<file path="src/hdl/mttd_ram.sv">
`timescale 1ns / 1ps
// ----------------------------------------------------------------------------
// mttd_ram
// Generic simple dual-port RAM: one write port, one read port, registered read.
// ----------------------------------------------------------------------------
module mttd_ram #(
  parameter int WIDTH = 8,
  parameter int DEPTH = 16
) (
  input  logic                                        clk,
  input  logic                                        we,
  input  logic [((DEPTH > 1) ? $clog2(DEPTH) : 1)-1:0] waddr,
  input  logic [WIDTH-1:0]                            wdata,
  input  logic [((DEPTH > 1) ? $clog2(DEPTH) : 1)-1:0] raddr,
  output logic [WIDTH-1:0]                            rdata
);

  logic [WIDTH-1:0] mem [DEPTH];

  always_ff @(posedge clk) begin
    if (we) begin
      mem[waddr] <= wdata;
    end
    rdata <= mem[raddr];
  end

endmodule

</file>
<file path="config.mk">
export PLATFORM = sky130hd
export DESIGN_NAME = mttd_ram
export DESIGN_NICKNAME = d
export VERILOG_FILES = /design/src/hdl/mttd_ram.sv
export SDC_FILE = /design/constraint.sdc
export NUM_CORES = 1
export LEC_CHECK = 0
export ABC_AREA = 0
export BUFFER_PORTS_ARGS = -buffer_cell sky130_fd_sc_hd__buf_4
export CAP_MARGIN = 20
export CORE_MARGIN = 2
export CORE_UTILIZATION = 55
export CTS_CLUSTER_SIZE = 12
export DETAILED_ROUTE_END_ITERATION = 8
export HOLD_SLACK_MARGIN = 0.06
export PLACE_DENSITY = 0.73
export SLEW_MARGIN = 20
export SYNTH_ARGS = -nofsm -noshare
export SYNTH_HDL_FRONTEND = slang
export SYNTH_SLANG_ARGS = --single-unit
</file>
<file path="constraint.sdc">
create_clock -name clk -period 1.7 [get_ports clk]
set_input_delay 0.085 -clock clk [delete_from_list [all_inputs] [get_ports clk]]
set_output_delay 0.085 -clock clk [all_outputs]
set_load 0.01 [all_outputs]
</file>
; ---- Word-level counts from Yosys, hierarchy flattened
; Memories as Yosys holds them, arrays and structs flattened. A register that Yosys moved wholly into a read port is not among the register bits.
; Index checks and enable logic that the tools add are counted.
[word_totals]
register_bits = 0
ramBits = 128
input_bits = 18
n_memories = 1
word_cells = 3
output_inout_bits = 8
[memory_table]
columns = name, depth, word_bits, read_ports, rd_ports_with_merged_regs, wr, line_no
row1 = mem, 16, 8, 1, 1, 1, 18  ; logic [WIDTH-1:0] mem [DEPTH];
[op_classes]
n_mux = 2
[op_table]
columns = op, n
row1 = $mux 1, 2

; ---- Logic depth before layout (Yosys ltp)
[depth]
word_depth = 2
depth_mapped = 5

; ---- Least setup slack after synthesis
; Ideal clock, no wire load.
[synth_path]
kind = input to register
from = input port waddr[2] (netlist name)
to = memory mem[0][0], enable pin
setup_slack_ps = 122
cell_stages = 2
arrival_ps = 1195
required_time_ps = 1317
path_cell_list = or3b_2 -> nor3_1
[synth_lines]
columns = item, line_no
row1 = start: declaration, 12  ; input logic [((DEPTH > 1) ? $clog2(DEPTH) : 1)-1:0] waddr,
row2 = end: declaration, 18
; Straight into the memory's write port.

==> run summary <==
Outcome = completed
Port Buffers = 25
Wire length on met3 = 705 microns
NumNets Final = 314
Core ar. = 0.00915 sq mm
Pins Over Slew Limit = 0
Vias in the first global route = 2595
Async set-or-reset flop fraction in the synthesized netlist = 0%
Initial antenna violation count = 0
M1 WL = 4.11 mm
P_leak = 2.17 nW
First-pass GRT wire length = 15.2 mm
Initial drt markers = 201
Post-synthesis register bit count = 136
Type of the worst min-delay path = in -> reg
Final core occ = 68.4%
Post-synth net total = 247
Drt first pass iters = 5
Setup TNS = 0 ns
Synth Instances = 229
Synth cell types = 19
Worst skew pair latency = 0.51 ns
Detail Placement HPWL = 6.31 mm
Most frequent cells in the layout = edfxtp_1, buf_4, mux4_2
Vias post-DR = 2544
Dominant synthesized flop cell = edfxtp_1
Post-synth EDFFs = 128
Clock Sinks = 136
Crit Path Max Fanout = 1
Area of the mapped netlist = 0.00515 sq mm
Req. time, crit path = 2.08 ns
Area delta synth->final = 21.6%
WS Path Type = reg -> reg
Post-DR vias/cell = 6.06
Highest metal used = met4
DRC viols = 0
FF-to-FF path depth = 3
Share of layout cells above drive strength 1 = 31.4%
Crit path capture type = register
Gr ovfl total = 0
Post-synth top area share = 74.7%
Placed cell areas = 0.00559 sq mm
Final hold vios = 0
CTS max path bufs = 2
Routed WL = 10.3 mm
DR WL/cell = 24.5 microns
Post-Route Skew = 0.00649 ns
Period utilization = 81.2%
# IOs = 26
WHS Path Cells = 3
Clk slew on worst S/H paths = 0.06 ns
Worst setup SP type = register
H-tree levels = 4
CTS tree = done
Slew margin rel. = 70.2%
Seq/Total Area, Yosys = 77.8%
Die Width = 101 microns
Design Area, Final = 0.00626 sq mm
Synth top area cells = edfxtp_1, mux4_2, mux4_1, dfxtp_1, a22oi_1
Fillcell total = 546
Die height = 101 microns
Fmax = 725 MHz
Actual slew at the worst max-slew pin = 0.447 ns
Unrepaired setup endpoints after global routing = no
Ys Warns = 0
Diode count = 0
Max cap viols = 0
Setup violators final = 0
GPL Wtd Cong = 0.721
Root buf cell = clkbuf_8
Biggest area consumer among synthesized cells = edfxtp_1
Commonest non-fill, non-tap cell in the layout = edfxtp_1
Worst Path Arrival = 1.76 ns
Total CTS buffers = 17
Initial core utilization = 56.2%
Metal2 WL = 5.36 mm
Worst VDD drop = 652 uV
Final min period = 1.38 ns
FP Rows = 35
Avg Cell Area, Syn = 22.5 sq um
Power per standard cell area = 1240 mW/mm^2
GRT Resource Usage Total = 22.1%
Die Footprint = 0.0101 sq mm
Largest net degree at the start of global routing = 33
ANT nets after route = 0
what timing repair did:
| item | in CTS | in global routing |
|---|---|---|
| buffers inserted | 0 | 0 |
| endpoints found under the hold margin | 128 | 0 |
| hold buffers | 8 | 0 |
| resized for setup | 0 | 0 |
cells by family after synthesis:
family	Yosys count	synth area share, %
compound gates	16	2.33
simple gates	35	3.18
buf+inv	10	1.68
flops	136	77.8
mux	32	15.0
Yosys cell counts (2+ instances only):
master and instances:
clkdlybuf4s25_2 3, nor2_1 13, mux4_2 18, buf_2 3
dfxtp_1 8, nor3_1 4, mux4_1 14, buf_6 3
a22oi_1 16, edfxtp_1 128, nand2_1 9, nand3b_1 2
nand2b_1 2
critical path: stages (launching register included):
cell	delay, ns
edfxtp_1	0.36
mux4_1	0.59
a22oi_1	0.21
nand2_1	0.09
sequential cells by signal, indices dropped and copies added (netlist names):
signal / cells
rdata: 8
mem: 128
per-layer routing:
metal / GRT usage [%] / vias up
li1: - / 1111
met1: 29.1 / 1313
met2: 35.7 / 112
met3: 5.69 / 8
met4: 8.85 / 0
met5: 0 / -
metrics by stage:
stage	power, mW	cells	hold WS (ns)	setup WS (ns)
CTS	7.82	420	0.0723	0.304
detailed placement	4.22	380	0.397	0.142
floorplan	4.04	229	0.184	0.122
global route	7.96	420	0.0924	0.267
finish	7.77	420	0.104	0.320
global placement	4.21	380	0.388	0.178
area by class of cell:
class | instances | area, sq um | share of cell area, %
Clock inverter | 8 | 120 | 1.92
Sequential cell | 136 | 4000 | 64.0
Multi-Input combinational cell | 83 | 1060 | 16.9
Timing Repair Buffer | 58 | 468 | 7.48
Tap cell | 111 | 139 | 2.22
Clock buffer | 24 | 470 | 7.52
report_power, final:
group	total [mW]	internal [mW]	switching (mW)
logic	0.395	0.188	0.207
clock network	3.60	2.34	1.25
registers	3.78	3.75	0.0278
total	7.77	6.28	1.49
worst paths after layout:
check | start | to | slack, ns
max | mem[5][1] | rdata[1] | 0.32
min | waddr[0] | mem[0][1] | 0.10
max reg2reg | mem[5][1] | rdata[1] | 0.32
min reg2reg | mem[15][7] | rdata[7] | 0.67
No activity file was read; power rests on OpenSTA's default activity.
