$ cat config.mk
export PLATFORM = sky130hd
export DESIGN_NAME = mttd_back
export DESIGN_NICKNAME = d
export VERILOG_FILES = /design/src/hdl/mttd_pkg.sv /design/src/hdl/mttd_back.sv
export SDC_FILE = /design/constraint.sdc
export NUM_CORES = 1
export LEC_CHECK = 0
export ABC_AREA = 1
export BUFFER_PORTS_ARGS = -buffer_cell sky130_fd_sc_hd__buf_4
export CAP_MARGIN = 15
export CORE_ASPECT_RATIO = 1.25
export CORE_MARGIN = 1
export CORE_UTILIZATION = 50
export DETAILED_ROUTE_END_ITERATION = 7
export PLACE_DENSITY = 0.83
export RECOVER_POWER = 50
export SLEW_MARGIN = 0
export SYNTH_ARGS = -nofsm -noshare
export SYNTH_HDL_FRONTEND = slang
export SYNTH_SLANG_ARGS = --single-unit
$ cat constraint.sdc
create_clock -name clk -period 9.7 [get_ports clk]
set_input_delay 0 -clock clk [delete_from_list [all_inputs] [get_ports clk]]
set_output_delay 0 -clock clk [all_outputs]
set_load 0.05 [all_outputs]
$ cat src/hdl/mttd_pkg.sv
`timescale 1ns / 1ps
// ----------------------------------------------------------------------------
// mttd_pkg
// Shared sizes, byte codes, types and states for the Morse token decoder.
// ----------------------------------------------------------------------------
package mttd_pkg;

  // Sizes
  localparam int MAX_ENTRIES   = 64;
  localparam int MAX_CODE_LEN  = 12;
  localparam int MAX_TOKEN_LEN = 14;
  localparam int QUEUE_DEPTH   = 2;

  localparam int ENTRY_AW  = (MAX_ENTRIES > 1) ? $clog2(MAX_ENTRIES) : 1;
  localparam int COUNT_W   = $clog2(MAX_ENTRIES + 1);
  localparam int CLEN_W    = $clog2(MAX_CODE_LEN + 1);
  localparam int TLEN_W    = $clog2(MAX_TOKEN_LEN + 1);
  localparam int CIDX_W    = (MAX_CODE_LEN > 1) ? $clog2(MAX_CODE_LEN) : 1;
  localparam int TIDX_W    = (MAX_TOKEN_LEN > 1) ? $clog2(MAX_TOKEN_LEN) : 1;
  localparam int CMP_N     = (MAX_CODE_LEN < MAX_TOKEN_LEN) ? MAX_CODE_LEN : MAX_TOKEN_LEN;
  localparam int LEN_CMP_W = (CLEN_W > TLEN_W) ? CLEN_W : TLEN_W;
  localparam int Q_AW      = (QUEUE_DEPTH > 1) ? $clog2(QUEUE_DEPTH) : 1;
  localparam int Q_CNT_W   = $clog2(QUEUE_DEPTH + 1);

  // Byte codes
  localparam logic [7:0] SLASH_BYTE   = 8'h2F;
  localparam logic [7:0] SPACE_BYTE   = 8'h20;
  localparam logic [7:0] NEWLINE_BYTE = 8'h0A;
  localparam logic [7:0] TAB_BYTE     = 8'h09;
  localparam logic [7:0] CR_BYTE      = 8'h0D;

  // Item kinds
  localparam logic KIND_TABLE   = 1'b0;
  localparam logic KIND_MESSAGE = 1'b1;

  // One table entry as stored in the table RAM
  typedef struct packed {
    logic [7:0]                   letter;
    logic [CLEN_W-1:0]            len;
    logic [MAX_CODE_LEN-1:0][7:0] code;
  } row_t;

  localparam int ROW_W = $bits(row_t);

  // Table RAM write request from the front
  typedef struct packed {
    logic                we;
    logic [ENTRY_AW-1:0] addr;
    row_t                row;
  } tbl_wr_t;

  // Finished token waiting for lookup
  typedef struct packed {
    logic [MAX_TOKEN_LEN-1:0][7:0] chars;
    logic [TLEN_W-1:0]             len;
    logic                          ovf;
  } job_t;

  // Position inside a table line
  typedef enum logic [1:0] {
    LP_LETTER,
    LP_SKIP,
    LP_CODE
  } line_pos_t;

  // Lookup engine states
  typedef enum logic [1:0] {
    ST_IDLE,
    ST_SCAN,
    ST_EMIT
  } back_state_t;

endpackage

$ cat src/hdl/mttd_back.sv
`timescale 1ns / 1ps
// ----------------------------------------------------------------------------
// mttd_back
// Lookup engine: walks the table one entry per cycle, emits letter or space.
// ----------------------------------------------------------------------------
module mttd_back (
  input  logic                          clk,
  input  logic                          rst,
  input  mttd_pkg::job_t                head,
  input  logic                          q_empty,
  output logic                          pop,
  input  logic [mttd_pkg::COUNT_W-1:0]  entry_count,
  output logic [mttd_pkg::ENTRY_AW-1:0] rd_addr,
  input  logic [mttd_pkg::ROW_W-1:0]    rd_data,
  output logic                          busy,
  output logic                          char_valid,
  input  logic                          char_stall,
  output logic [7:0]                    decoded_char
);

  import mttd_pkg::*;

  back_state_t         state, state_next;
  job_t                job;
  logic [ENTRY_AW-1:0] scan_idx;
  logic [7:0]          res_char;
  row_t                row;
  logic                hit, slash_hit, more;
  logic                scan_step, res_load, out_load;

  // Exact code compare of one entry against the token
  function automatic logic row_match(row_t r, job_t j);
    logic eq;
    eq = !j.ovf && (LEN_CMP_W'(r.len) == LEN_CMP_W'(j.len));
    for (int i = 0; i < CMP_N; i++) begin
      if ((CLEN_W'(i) < r.len) && (r.code[i] != j.chars[i])) begin
        eq = 1'b0;
      end
    end
    return eq;
  endfunction

  assign row       = row_t'(rd_data);
  assign hit       = (COUNT_W'(scan_idx) < entry_count) && row_match(row, job);
  assign slash_hit = !hit && (scan_idx == '0) && (job.chars[0] == SLASH_BYTE);
  assign more      = !job.ovf && ((COUNT_W'(scan_idx) + COUNT_W'(1)) < entry_count);
  assign busy      = (state != ST_IDLE);

  // Next state
  always_comb begin
    state_next = state;
    unique case (state)
      ST_IDLE: begin
        if (!q_empty) begin
          state_next = ST_SCAN;
        end
      end
      ST_SCAN: begin
        priority if (hit || slash_hit) begin
          state_next = ST_EMIT;
        end else if (more) begin
          state_next = ST_SCAN;
        end else begin
          state_next = ST_IDLE;
        end
      end
      ST_EMIT: begin
        if (!char_valid || !char_stall) begin
          state_next = ST_IDLE;
        end
      end
      default: begin
        state_next = ST_IDLE;
      end
    endcase
  end

  // Outputs of the state machine
  always_comb begin
    pop       = 1'b0;
    rd_addr   = '0;
    scan_step = 1'b0;
    res_load  = 1'b0;
    out_load  = 1'b0;
    unique case (state)
      ST_IDLE: begin
        pop = !q_empty;
      end
      ST_SCAN: begin
        res_load  = hit || slash_hit;
        scan_step = !hit && !slash_hit && more;
        rd_addr   = scan_idx + ENTRY_AW'(1);
      end
      ST_EMIT: begin
        out_load = !char_valid || !char_stall;
      end
      default: begin
        pop = 1'b0;
      end
    endcase
  end

  // Control state
  always_ff @(posedge clk) begin
    if (rst) begin
      state      <= ST_IDLE;
      char_valid <= 1'b0;
    end else begin
      state <= state_next;
      if (out_load) begin
        char_valid <= 1'b1;
      end else if (!char_stall) begin
        char_valid <= 1'b0;
      end
    end
  end

  // Working registers and output register
  always_ff @(posedge clk) begin
    if (pop) begin
      job      <= head;
      scan_idx <= '0;
    end else if (scan_step) begin
      scan_idx <= scan_idx + ENTRY_AW'(1);
    end
    if (res_load) begin
      res_char <= hit ? row.letter : SPACE_BYTE;
    end
    if (out_load) begin
      decoded_char <= res_char;
    end
  end

endmodule

# Yosys cells after proc, flatten, opt, wreduce, memory -nomap -nowiden
# Index checks and enable logic that the tools add are counted.
# word_totals
memories,0
romBits,0
latchBits,0
ramBits,0
output_inout_bits,17
reg_bits,126
# op_classes
reduce_logical,31
n_shift,0
magnitude_cmp,14
addsub,2
muxes,24
n_bitwise,0
div,0
n_mul,0
n_eq_ne,19
# ops
operator,n
8-bit inequality test,12
1-bit logical AND,19
1-bit two-way mux,19
3-bit by 4-bit < comparator with 1-bit output (first input constant),4
4-bit < comparator (first input constant),4
8-bit by 6-bit equality test with 1-bit output (second input constant),1
1-bit by 4-bit < comparator with 1-bit output (first input constant),2
2-bit by 4-bit < comparator with 1-bit output (first input constant),2
6-bit by 1-bit adder with 7-bit output (second input constant),1
6-bit by 7-bit < comparator with 1-bit output,1
7-bit < comparator,1
6-bit by 1-bit adder with 6-bit output (second input constant),1
1-bit zero test,6
6-bit zero test,1
2-bit two-way mux,3
6-bit two-way mux,1
2-bit one-hot mux with 3 select lines,1
4-bit equality test,1
2-bit inequality test (second input constant),2
2-bit by 1-bit equality test with 1-bit output (second input constant),1
2-bit equality test (second input constant),1
2-bit zero test,1
1-bit logical OR,2
2-bit by 1-bit inequality test with 1-bit output (second input constant),1
2 further kinds,2

# Longest topological paths before layout
# logic_depth
depth_word,22
mapped_depth,17
depth_no_buf,17

# Worst setup path after synthesis
# No wires, ideal clock.
# synth_timing
path_kind,register to register
startpoint,register state[1]
endpoint,register scan_idx[0]
stages_incl_launch_ff,7
n_path_buf,0
slack_ps,3019
required_ps,9581
synth_period_minus_slack_ps,6681
arrival_time_ps,6563
setup_time_ps,119
path_cell_list,dfxtp_1 -> nor2_1 -> inv_1 -> nor2_1 -> inv_1 -> nand2_1 -> nor2_1
# synth_between
elab_chain_len,2
word_cells_on_any_way,4
cone_classes,eq/ne: 1; mux: 2; reduce/logical: 1
# synth_lines
element,line_no,rtl
from (decl),mttd_back.sv:23,"back_state_t state, state_next;"
from (signal assigned),mttd_back.sv:109,state <= state_next;
2-bit zero test,mttd_back.sv:85,unique case (state)
1-bit two-way mux,mttd_back.sv:85,
net pop,mttd_back.sv:11,"output logic pop,"
to (signal assigned),mttd_back.sv:124,scan_idx <= scan_idx + ENTRY_AW'(1);
to (decl),mttd_back.sv:25,logic [ENTRY_AW-1:0] scan_idx;
# The timed path passes the listed nets, and every way through them passes these cells.
# A chain may end at the register's enable or synchronous reset.

# Final worst setup path
# layout_timing
startpoint,register state[1]
endpoint,output pop
# layout_between
elab_chain_len,2
# layout_lines
element,line_no
2-bit zero test,mttd_back.sv:85
1-bit two-way mux,mttd_back.sv:85
to (decl),mttd_back.sv:11
# Every way passes these cells.

==> impl_metrics.csv <==
group,metric,value,unit
timing,tightest_slew,2.62,ns
run,maxCapViolCount,1,
cts,cts_buffers,17,
timing,final_max_slew_viol_count,31,
synthesis,synth_top_family_by_area,"simple AND/OR/NAND/NOR gates",
worst_setup_path,reg2reg_from,"state[1]$_SDFFE_PP0P_",
routing,ant_nets,0,
global_route,grt_usage,0.333,
cells_and_area,layout_commonest_cell,"nand2_1",
worst_setup_path,regToRegSetupSlack,5.86,ns
die,start_util,0.521,
synthesis,ys.flop_type,"edfxtp_1",
placement,port_buffers,236,
cts,cts_max_level,4,
die,io_pins,253,
worst_setup_path,worstSetupPathType,"register to output pin",
cts,clk_latency,0.41,ns
cts,path_clk_slew,0.06,ns
power_and_ir_drop,peakVddDrop,117,uV
cells_and_area,final_util,0.829,
timing,fmax,0.239,GHz
power_and_ir_drop,pwr_density_cell,160,nW/um2
timing,whs,0.316,ns
worst_setup_path,r2r-end,"job[92]$_DFFE_PP_",
timing,slew_headroom,-0.756,
synthesis,synthXorXnorAreaFrac,0.0998,
placement,dpl_worst_slack,7.08,ns
timing,rsz0062_at_grt,"no",
routing,drc_errors,0,
routing,vias_per_cell,5.04,
worst_setup_path,reg2reg_depth,4,
worst_hold_path,hp-class,"input pin to register",
routing,wl,20300,um
global_route,antenna_found_initial,0,
cells_and_area,areaGrowthSynthToFinish,58.9,%
worst_setup_path,path_max_fanout,74,
cts,cts_buffer_depth,2,
cells_and_area,fin_cells,1154,
synthesis,syn_area_per_cell,10.0,um2
cells_and_area,mostFrequentLayoutCells,"nand2_1, buf_4, edfxtp_1",
cts,postCtsSetupBuffers,0,
synthesis,post_synth_and_or_nand_nor_area_fraction,0.184,
placement,place_congestion,0.824,
timing,min_period_over_period,0.432,
timing,setup_viol,0,
outcome,violations,"capacitance limit, slew limit",
cells_and_area,design_area,9760,um2
die,dieWidth,101,um
global_route,grt_pass1_vias,6410,
die,dieArea,12700,um2
timing,hold_viol_final,0,
worst_hold_path,hp-start,"head[28]",
cells_and_area,diodes,0,
routing,post_drt_wl_per_cell,17.6,um
power_and_ir_drop,intPower,1.17,mW
worst_setup_path,cp-start-kind,"register",
cells_and_area,drive_gt1_frac,0.258,
cts,cts_sinks,126,
global_route,overflow,0,
power_and_ir_drop,power_frac_comb,0.156,
synthesis,synth-seq-area-share,0.601,
synthesis,synthCells,613,
synthesis,syn-cell-area,6140,um2
cells_and_area,fillers,635,
power_and_ir_drop,switching_share,0.252,
synthesis,syn-num-nets,862,
worst_hold_path,hold_depth,2,
synthesis,ys_types,27,
worst_hold_path,min_to,"job[28]$_DFFE_PP_",
die,fp-row-count,44,
synthesis,ys_seq_elements,126,
synthesis,ys_async_sr_fraction,0,
routing,first_pass_iters,5,
timing,finalCriticalPeriod,4.19,ns
synthesis,synth_edf_count,117,
outcome,outcome,"finished with violations",
cts,cts-root-buf,"clkbuf_16",
placement,dp_cells,1009,
worst_setup_path,startpoint,"state[1]$_SDFFE_PP0P_",
routing,vias,5813,
die,core_area,11800,um2
timing,tns,0,ns
cts,cts_tree,"built",
die,fp.dieH,126,um
global_route,grt_pass1_wl,31100,um
placement,placed_cell_area,8110,um2
timing,skew,0.0101,ns
power_and_ir_drop,switchingPower,0.393,mW
worst_setup_path,cp-end-kind,"output pin",
cells_and_area,layout.nets,1229,
power_and_ir_drop,p_leak,4.50,nW
synthesis,synthAdderAreaFrac,0.0265,
routing,drt_iter0_drc,314,
power_and_ir_drop,power_frac_clock,0.424,
synthesis,muxShareOfSynthArea,0,
power_and_ir_drop,power,1.56,mW
synthesis,synth_compound_area_frac,0.0185,
placement,hpwl,11500,um
worst_setup_path,required,9.70,ns
global_route,grt_max_degree,75,
power_and_ir_drop,p_seq_frac,0.420,
synthesis,synth-warning-count,0,
timing,post-route-worst-setup-slack,5.51,ns
worst_setup_path,cp.arrival,4.19,ns
==> cell families (layout without fill, tap and decap cells) <==
group	Yosys count	count (layout)
compound gates	20	20
xor+xnor	70	70
fa+ha+maj	13	13
buf+inv	111	491
flops	126	126
simple gates	273	273
==> Yosys cell counts (2+ instances only) <==
cell | instances | share of area
nand3_1 | 13 | 0.011
o21ai_0 | 6 | 0.0049
a21oi_1 | 10 | 0.0081
nand2_1 | 164 | 0.10
ha_1 | 13 | 0.026
dfxtp_1 | 9 | 0.029
inv_1 | 109 | 0.067
xor2_1 | 14 | 0.020
or2_2 | 3 | 0.0031
nor2_1 | 68 | 0.042
nand4_1 | 14 | 0.014
edfxtp_1 | 117 | 0.57
nor3_1 | 3 | 0.0024
xnor2_1 | 56 | 0.080
buf_6 | 2 | 0.0037
==> registers in the layout, summed over array words and instances, names as in the netlist <==
register and count:
scan_idx 6, char_valid 1, decoded_char 8, state 2, res_char 8, job 101
==> layer usage <==
layer | track usage | part of all wire | wire [um]
met4 | 0.203 | 0.054 | 1100
met1 | 0.322 | 0.33 | 6720
met3 | 0.0821 | 0.081 | 1650
met2 | 0.618 | 0.53 | 10800
met5 | 0 | 0 | 0
==> power by group through the flow <==
stage	logic [mW]	registers, mW	clock network (mW)
floorplan	0.101	0.661	0
global placement	0.188	0.659	0
detailed placement	0.197	0.662	0
CTS	0.236	0.651	0.651
global route	0.265	0.657	0.684
finish	0.244	0.655	0.662
==> how the worst max path moves through the flow <==
stage / endpoint / slack, ns / depth (start not counted)
finish: pop / 5.51 / 5
global route: pop / 5.24 / 5
CTS: pop / 6.83 / 5
detailed placement: scan_idx[5]$_SDFFE_PP0P_ / 7.08 / 13
global placement: scan_idx[5]$_SDFFE_PP0P_ / 7.15 / 13
floorplan: scan_idx[0]$_SDFFE_PP0P_ / 3.02 / 6
==> worst max-delay path, cell delays in order, from the launching register on <==
cell     delay [ns]
dfxtp_1        0.33
nor2_1         0.10
inv_1          0.07
nor2_1         1.91
buf_4          0.97
buf_4          0.34
==> repair_timing <==
item	4_1_cts	5_1_grt
hold endpoints to repair	112	0
hold buffers	113	0
gates resized for setup	0	0
==> layout make-up <==
class	count	area [um2]	area share
clock inverters	15	170	0.0174
repair buffers	350	2850	0.292
inverters	109	409	0.0419
flip-flops and latches	126	3690	0.378
well taps	161	201	0.0206
clock buffers	17	425	0.0436
multi-input cells	376	2020	0.207
Power figures use the tool's default switching activity.
