==> src/hdl/mttd_pkg.sv <==
`timescale 1ns / 1ps
// ----------------------------------------------------------------------------
// mttd_pkg
// Shared sizes, byte codes, types and states for the Morse token decoder.
// ----------------------------------------------------------------------------
package mttd_pkg;

  // Sizes
  localparam int MAX_ENTRIES   = 64;
  localparam int MAX_CODE_LEN  = 12;
  localparam int MAX_TOKEN_LEN = 14;
  localparam int QUEUE_DEPTH   = 2;

  localparam int ENTRY_AW  = (MAX_ENTRIES > 1) ? $clog2(MAX_ENTRIES) : 1;
  localparam int COUNT_W   = $clog2(MAX_ENTRIES + 1);
  localparam int CLEN_W    = $clog2(MAX_CODE_LEN + 1);
  localparam int TLEN_W    = $clog2(MAX_TOKEN_LEN + 1);
  localparam int CIDX_W    = (MAX_CODE_LEN > 1) ? $clog2(MAX_CODE_LEN) : 1;
  localparam int TIDX_W    = (MAX_TOKEN_LEN > 1) ? $clog2(MAX_TOKEN_LEN) : 1;
  localparam int CMP_N     = (MAX_CODE_LEN < MAX_TOKEN_LEN) ? MAX_CODE_LEN : MAX_TOKEN_LEN;
  localparam int LEN_CMP_W = (CLEN_W > TLEN_W) ? CLEN_W : TLEN_W;
  localparam int Q_AW      = (QUEUE_DEPTH > 1) ? $clog2(QUEUE_DEPTH) : 1;
  localparam int Q_CNT_W   = $clog2(QUEUE_DEPTH + 1);

  // Byte codes
  localparam logic [7:0] SLASH_BYTE   = 8'h2F;
  localparam logic [7:0] SPACE_BYTE   = 8'h20;
  localparam logic [7:0] NEWLINE_BYTE = 8'h0A;
  localparam logic [7:0] TAB_BYTE     = 8'h09;
  localparam logic [7:0] CR_BYTE      = 8'h0D;

  // Item kinds
  localparam logic KIND_TABLE   = 1'b0;
  localparam logic KIND_MESSAGE = 1'b1;

  // One table entry as stored in the table RAM
  typedef struct packed {
    logic [7:0]                   letter;
    logic [CLEN_W-1:0]            len;
    logic [MAX_CODE_LEN-1:0][7:0] code;
  } row_t;

  localparam int ROW_W = $bits(row_t);

  // Table RAM write request from the front
  typedef struct packed {
    logic                we;
    logic [ENTRY_AW-1:0] addr;
    row_t                row;
  } tbl_wr_t;

  // Finished token waiting for lookup
  typedef struct packed {
    logic [MAX_TOKEN_LEN-1:0][7:0] chars;
    logic [TLEN_W-1:0]             len;
    logic                          ovf;
  } job_t;

  // Position inside a table line
  typedef enum logic [1:0] {
    LP_LETTER,
    LP_SKIP,
    LP_CODE
  } line_pos_t;

  // Lookup engine states
  typedef enum logic [1:0] {
    ST_IDLE,
    ST_SCAN,
    ST_EMIT
  } back_state_t;

endpackage

==> src/hdl/mttd_front.sv <==
`timescale 1ns / 1ps
// ----------------------------------------------------------------------------
// mttd_front
// Accepts raw bytes: builds table entries and cuts message bytes into tokens.
// ----------------------------------------------------------------------------
module mttd_front (
  input  logic                   clk,
  input  logic                   rst,
  input  logic                   byte_valid,
  output logic                   byte_stall,
  input  logic                   kind,
  input  logic [7:0]             byte_in,
  input  logic                   last,
  input  logic                   lookup_pending,
  input  logic                   q_full,
  output logic                   push,
  output mttd_pkg::job_t         push_job,
  output mttd_pkg::tbl_wr_t      tbl_wr,
  output logic [mttd_pkg::COUNT_W-1:0] entry_count
);

  import mttd_pkg::*;

  // Table line state
  line_pos_t                    line_pos, line_pos_next;
  logic                         line_dropped, line_dropped_next;
  logic [COUNT_W-1:0]           count_next;
  logic [7:0]                   cur_letter, cur_letter_next;
  logic [CLEN_W-1:0]            cur_len, cur_len_next;
  logic [MAX_CODE_LEN-1:0][7:0] cur_code, cur_code_next;
  logic [COUNT_W-1:0]           count_m1;

  // Token state
  logic [MAX_TOKEN_LEN-1:0][7:0] tok_chars, tok_chars_next;
  logic [TLEN_W-1:0]             tok_len, tok_len_next;
  logic                          tok_ovf, tok_ovf_next;
  logic [MAX_TOKEN_LEN-1:0][7:0] upd_chars;
  logic [TLEN_W-1:0]             upd_len;
  logic                          upd_ovf;

  logic accept;
  logic blank;

  // Table bytes wait while any lookup is queued or running; message bytes wait on a full queue
  assign byte_stall = (kind == KIND_MESSAGE) ? q_full : lookup_pending;
  assign accept     = byte_valid && !byte_stall;
  assign blank      = (byte_in == SPACE_BYTE) || ((byte_in >= TAB_BYTE) && (byte_in <= CR_BYTE));
  assign count_m1   = entry_count - COUNT_W'(1);

  // Table line handling
  always_comb begin
    line_pos_next     = line_pos;
    line_dropped_next = line_dropped;
    count_next        = entry_count;
    cur_letter_next   = cur_letter;
    cur_len_next      = cur_len;
    cur_code_next     = cur_code;
    tbl_wr.we         = 1'b0;
    tbl_wr.addr       = count_m1[ENTRY_AW-1:0];
    tbl_wr.row.letter = cur_letter;
    tbl_wr.row.len    = cur_len;
    tbl_wr.row.code   = cur_code;
    if (accept && (kind == KIND_TABLE)) begin
      if (byte_in == NEWLINE_BYTE) begin
        line_pos_next     = LP_LETTER;
        line_dropped_next = 1'b0;
      end else begin
        unique case (line_pos)
          LP_LETTER: begin
            if (entry_count < COUNT_W'(MAX_ENTRIES)) begin
              tbl_wr.we         = 1'b1;
              tbl_wr.addr       = entry_count[ENTRY_AW-1:0];
              tbl_wr.row.letter = byte_in;
              tbl_wr.row.len    = '0;
              cur_letter_next   = byte_in;
              cur_len_next      = '0;
              count_next        = entry_count + COUNT_W'(1);
              line_dropped_next = 1'b0;
            end else begin
              line_dropped_next = 1'b1;
            end
            line_pos_next = LP_SKIP;
          end
          LP_SKIP: begin
            line_pos_next = LP_CODE;
          end
          LP_CODE: begin
            // Append to the newest entry, ignoring bytes past the code limit
            if (!line_dropped && (entry_count != '0) &&
                (cur_len < CLEN_W'(MAX_CODE_LEN))) begin
              cur_code_next[cur_len[CIDX_W-1:0]] = byte_in;
              cur_len_next      = cur_len + CLEN_W'(1);
              tbl_wr.we         = 1'b1;
              tbl_wr.row.len    = cur_len_next;
              tbl_wr.row.code   = cur_code_next;
            end
          end
          default: begin
            line_pos_next = LP_LETTER;
          end
        endcase
        if (last) begin
          line_pos_next     = LP_LETTER;
          line_dropped_next = 1'b0;
        end
      end
    end
  end

  // Token building and hand-off
  always_comb begin
    upd_chars      = tok_chars;
    upd_len        = tok_len;
    upd_ovf        = tok_ovf;
    tok_chars_next = tok_chars;
    tok_len_next   = tok_len;
    tok_ovf_next   = tok_ovf;
    push           = 1'b0;
    push_job.chars = tok_chars;
    push_job.len   = tok_len;
    push_job.ovf   = tok_ovf;
    if (accept && (kind == KIND_MESSAGE)) begin
      if (blank) begin
        if ((tok_len != '0) || tok_ovf) begin
          push         = 1'b1;
          tok_len_next = '0;
          tok_ovf_next = 1'b0;
        end
      end else begin
        if (tok_len < TLEN_W'(MAX_TOKEN_LEN)) begin
          upd_chars[tok_len[TIDX_W-1:0]] = byte_in;
          upd_len = tok_len + TLEN_W'(1);
        end else begin
          upd_ovf = 1'b1;
        end
        tok_chars_next = upd_chars;
        if (last) begin
          push           = 1'b1;
          push_job.chars = upd_chars;
          push_job.len   = upd_len;
          push_job.ovf   = upd_ovf;
          tok_len_next   = '0;
          tok_ovf_next   = 1'b0;
        end else begin
          tok_len_next = upd_len;
          tok_ovf_next = upd_ovf;
        end
      end
    end
  end

  // Control state
  always_ff @(posedge clk) begin
    if (rst) begin
      line_pos     <= LP_LETTER;
      line_dropped <= 1'b0;
      entry_count  <= '0;
      tok_len      <= '0;
      tok_ovf      <= 1'b0;
    end else begin
      line_pos     <= line_pos_next;
      line_dropped <= line_dropped_next;
      entry_count  <= count_next;
      tok_len      <= tok_len_next;
      tok_ovf      <= tok_ovf_next;
    end
  end

  // Payload registers
  always_ff @(posedge clk) begin
    cur_letter <= cur_letter_next;
    cur_len    <= cur_len_next;
    cur_code   <= cur_code_next;
    tok_chars  <= tok_chars_next;
  end

endmodule

==> config.mk <==
export PLATFORM = sky130hd
export DESIGN_NAME = mttd_front
export DESIGN_NICKNAME = d
export VERILOG_FILES = /design/src/hdl/mttd_pkg.sv /design/src/hdl/mttd_front.sv
export SDC_FILE = /design/constraint.sdc
export NUM_CORES = 1
export LEC_CHECK = 0
export BUFFER_PORTS_ARGS = -buffer_cell sky130_fd_sc_hd__clkbuf_2
export CAP_MARGIN = 20
export CORE_MARGIN = 2
export CORE_UTILIZATION = 40
export CTS_BUF_LIST = sky130_fd_sc_hd__clkbuf_8
export DETAILED_ROUTE_END_ITERATION = 6
export MAX_ROUTING_LAYER = met4
export SLEW_MARGIN = 10
export SYNTH_ARGS = -nofsm -noshare
export SYNTH_HDL_FRONTEND = slang
export SYNTH_SLANG_ARGS = --single-unit
==> constraint.sdc <==
create_clock -name clk -period 7.14 [get_ports clk]
set_clock_uncertainty 0.05 [all_clocks]
set_input_delay 0 -clock clk [delete_from_list [all_inputs] [get_ports clk]]
set_output_delay 0 -clock clk [all_outputs]
set_load 0.05 [all_outputs]
**After elaboration in Yosys (flattened, before gate mapping)**

Cells that the tools add are included.

- Register bits after elaboration: 235
- Bits in latches: 0
- Memory bits (writable): 0
- Bits in read-only memories: 0
- Output and inout port bits: 241
- Logic and storage cells: 123
- Memories: 0

- Add/sub/neg operators: 4
- $mul: 0
- Divide/modulo/power cells: 0
- Magnitude comparators: 9
- Equal/unequal tests: 8
- Shift operators: 0
- Multiplexer cells: 42
- Bitwise logic cells: 3
- Reductions and logical operators: 24

Operator list:

| operator | count |
|---|---|
| 2-to-1 mux 117 bit | 3 |
| 2-to-1 mux 115 bit | 2 |
| bitwise mux 112 bit | 1 |
| 2-to-1 mux 112 bit | 1 |
| 2-to-1 mux 100 bit | 1 |
| bitwise mux 96 bit | 1 |
| 2-to-1 mux 96 bit | 1 |
| demux 8 bit (select 4 bit) | 2 |
| 2-to-1 mux 4 bit | 6 |
| 2-to-1 mux 19 bit | 1 |
| 2-to-1 mux 8 bit | 2 |
| one-hot mux 4 bit (2 select lines) | 2 |
| 2-to-1 mux 1 bit | 14 |
| 2-to-1 mux 14 bit | 1 |
| less-than comparator 4 x 5 -> 1 bit, second input constant | 2 |
| adder 4 x 1 -> 4 bit, second input constant | 2 |
| == test 8 x 4 -> 1 bit, second input constant | 1 |
| == test 8 x 6 -> 1 bit, second input constant | 1 |
| greater-or-equal comparator 4 x 1 -> 1 bit, second input constant | 2 |
| greater-or-equal comparator 8 x 4 -> 1 bit, second input constant | 1 |
| <= comparator 8 x 4 -> 1 bit, second input constant | 1 |
| logical AND 1 bit | 8 |
| less-than comparator 4 bit, second input constant | 2 |
| AND reduction 2 bit | 4 |
| other kinds (21) | 28 |

**Depth between registers and ports, before layout**

- Word-level depth: 9
- Gate-level depth with buffers: 9

**Worst setup path after synthesis**

Ideal clock, no wire load.

- Kind: input to register
- From: input byte_in[2]
- To: register tok_chars[0] (netlist name), enable pin
- Setup time: 0.584 ns
- Data arrival time: 5.449 ns
- Required time: 6.506 ns
- Slack: 1.057 ns
- Cell stages on the path: 5
- Path through: buf_2 or3_1 nand4_1 nand2_1 nor2_1

- Cells in the longest elaborated chain, start to end: 5
- Elaborated cells between the ends (all ways): 7
- Those cells by class: 2 x order compare; 1 x eq/ne; 1 x bitwise; 3 x reduce/logical

RTL lines:

| item | line | text |
|---|---|---|
| start: declaration | mttd_front.sv:12 | `input logic [7:0] byte_in,` |
| greater-or-equal comparator 8 x 4 -> 1 bit / <= comparator 8 x 4 -> 1 bit (equally long branches) | mttd_front.sv:47 | `assign blank = (byte_in == SPACE_BYTE) \|\| ((byte_in >= TAB_BYTE) && (byte_in <= CR_BYTE));` |
| logical AND 1 bit | mttd_front.sv:47 |  |
| logical OR 1 bit * | mttd_front.sv:47 |  |
| NOT 1 bit (no line) * | -- |  |
| AND reduction 2 bit (no line) * | -- |  |
| end signal: assignment | mttd_front.sv:174 | `tok_chars <= tok_chars_next;` |
| end: declaration | mttd_front.sv:34 | `logic [MAX_TOKEN_LEN-1:0][7:0] tok_chars, tok_chars_next;` |

Mark *: on every way between the ends. The rest lies on a longest branch, timed or not.
A chain may end at the register's enable or synchronous reset.

==> results.json <==
{
  "synthFlopType": "edfxtp_1",
  "place.gp.congestion": 0.787,
  "whs_ns": 0.0275,
  "yosysTopAreaCell": "edfxtp_1",
  "yosys.area.top_type_share_pct": 49.7,
  "cts_htree_levels": 2,
  "vias_per_cell": 5.29,
  "n_antenna_cell": 0,
  "cp_data_arrival_time_ns": 4.14,
  "worstSetupStartpoint": "entry_count[1]$_SDFFE_PP0P_",
  "cts_resized": 0,
  "overflow": 0,
  "drtIter0Drc": 614,
  "rows": 66,
  "seq_area_frac_synth_pct": 51.9,
  "synth_nets": 983,
  "power_density_nw_per_um2": 191,
  "drc": 0,
  "min_period_over_period_pct": 58.6,
  "dr_total_vias": 8864,
  "ant_nets": 0,
  "hold_violations": 0,
  "io_buffers": 255,
  "crit_type": "register to output pin",
  "die_x_um": 186,
  "syn-instance-count": 957,
  "synth_edf_count": 220,
  "finalInstanceArea_um2": 15800,
  "nets": 1224,
  "placed_area_um2": 14900,
  "rsz0062_at_grt": "false",
  "slew-limit-headroom_pct": 30.5,
  "clock_path_buffers": 3,
  "hold_start": "kind",
  "ir_drop_uv": 175,
  "required_ns": 7.09,
  "r2r_start": "entry_count[1]$_SDFFE_PP0P_",
  "timing.fmax_mhz": 239,
  "yosysWarnings": 0,
  "final_layout_size_suffix_gt1_share_pct": 61.2,
  "grt_usage_pct": 20.4,
  "synthMostInstantiatedCell": "mux2_2",
  "worstMarginPinSlew_ns": 1.04,
  "synth-seq-cells": 235,
  "synth_area_leaders": "edfxtp_1, mux2_2, dfxtp_1",
  "netlist_area_um2": 13300,
  "postSynthAreaPerCell_um2": 13.9,
  "syn_to_final_growth_pct": 18.7,
  "finalSetupViolCount": 0,
  "antenna_found_initial": 0,
  "async_flop_share_pct": 0,
  "grt_start_max_net_pins": 63,
  "path_buf_inv": 4,
  "grt_first_pass_wirelength_um": 53800,
  "maxSlewViolCount": 0,
  "start_util_pct": 40.8,
  "cp_common_cell": "buf_4",
  "cap_violations": 0,
  "cts_made_buffers": 44,
  "clock_sinks": 235,
  "fin_setup_tns_ns": 0,
  "clkTransAtPathRegs_ns": 0.06,
  "min_path_type": "input pin to register",
  "cp-start-kind": "register",
  "dieHeight_um": 186,
  "fillers": 2959,
  "status": "completed",
  "crit_path_end_kind": "output pin",
  "post-cts-setup-buffer-count": 0,
  "yosys-top-cells-count": "mux2_2, edfxtp_1, clkbuf_1, nand2_1, nor2_1",
  "grt_pass1_vias": 8808,
  "io_pins": 256,
  "clk_latency_ns": 0.53,
  "cts_tree": "yes",
  "die-area_um2": 34700,
  "wl_per_cell_um": 21.1,
  "p_leak_uw": 0.00599,
  "slowest_stage": "buf_4",
  "dp_hpwl_um": 21800,
  "core_region_area_um2": 32600,
  "max_stage_delay_ns": 0.67,
  "synth.distinct_cells": 50,
  "crit_family": "buffers and inverters",
  "min_period_ns": 4.19,
  "clockRootBuffer": "clkbuf_8",
  "totalWireLength_um": 35300,
  "cp_max_fo": 58,
  "crit_chain": "inv_1 > ha_1 > nor4b_1 > a221o_1 > nor4_4 > buf_4 > buf_4 > nand3_2 > mux2_2 > clkbuf_2",
  "dr.pass1.iters": 5
}
-- kinds of logic after synthesis --
group	Yosys count	synth area share (%)
DFF	235	51.9
AOI/OAI and AO/OA	35	1.70
and+or+nand+nor	158	6.53
muxes	418	35.4
adders and majority gates	11	1.04
xor gates and xnor gates	11	0.725
buffers and inverters	89	2.66
-- path summary, 6_finish.rpt --
check / to / slack (ns) / cells past startpoint
worst max register to register: cur_code[74]$_DFFE_PP_ / 4.01 / 7
worst max-delay path: tbl_wr[73] / 2.95 / 10
worst min register to register: line_dropped$_SDFFE_PP0P_ / 0.43 / 2
worst min-delay path: tok_len[0]$_SDFFE_PP0P_ / 0.03 / 5
-- area by class of cell --
type / instances / area, um^2 / area share [%]
clock buffer: 47 / 647 / 4.10
clock inverter: 34 / 163 / 1.03
inverter: 9 / 33.8 / 0.214
multi-input combinational: 633 / 6040 / 38.3
sequential: 235 / 6910 / 43.7
tap: 442 / 553 / 3.50
timing repair buffer: 275 / 1440 / 9.13
-- per-layer routing --
layer | global-route usage, % | share of wire, %
met3 | 4.02 | 5.9
met1 | 27.9 | 46
met4 | 4.71 | 1.4
met2 | 31.3 | 47
met5 | - | 0
-- placed cells by master, fill, tap and decap left out, drive strengths merged, types with 2 or more instances in the layout --
cell	count
a31oi	4
and2	8
buf	14
xor2	2
nand4	4
clkinv	9
clkbuf	302
and3	2
o21ai	10
nor4	5
ha	11
a31o	2
a21o	2
nor2b	4
or4	3
nor3	6
nand3	24
nor4b	4
edfxtp	220
nor2	27
inv	33
dfxtp	15
a211oi	3
or3	2
a21oi	7
mux2	417
and4	3
o22a	2
xnor2	9
dlygate4sd3	6
nand2	60
-- where the power goes --
part	leakage [uW]	switching [uW]	internal [uW]
Sequential	0.00212	9.43	1520
Combinational	0.00336	200	68.5
Clock	0.000504	571	642
Total	0.00599	781	2230
-- timing repair --
item,4_1_cts,5_1_grt
hold endpoints to repair,15,0
hold buffers,6,0
setup endpoints to repair,0,0
-- registers in the layout, indices dropped and copies added (netlist names) --
| register | flops |
|---|---|
| tok_len | 4 |
| tok_ovf | 1 |
| cur_len | 4 |
| cur_letter | 8 |
| tok_chars | 112 |
| line_dropped | 1 |
| entry_count | 7 |
| line_pos | 2 |
| cur_code | 96 |
-- stage by stage --
step	worst slack [ns]	std cells	utilization [%]	power (uW)
4_1_cts	2.91	1675	48.4	3050
3_5_place_dp	3.38	1588	45.7	1820
5_1_grt	2.70	1675	48.4	3120
3_3_place_gp	3.48	1588	45.7	1820
2_1_floorplan	1.06	957	-	1750
6_report	2.95	1675	48.4	3010
-- tightest hold or removal path, stage by stage --
cell and delay (ns):
clkbuf_2 0.10, nand2_1 0.09, or2_2 0.19, or4_1 0.12
a21oi_1 0.06
(Power assumes the default switching activity.)
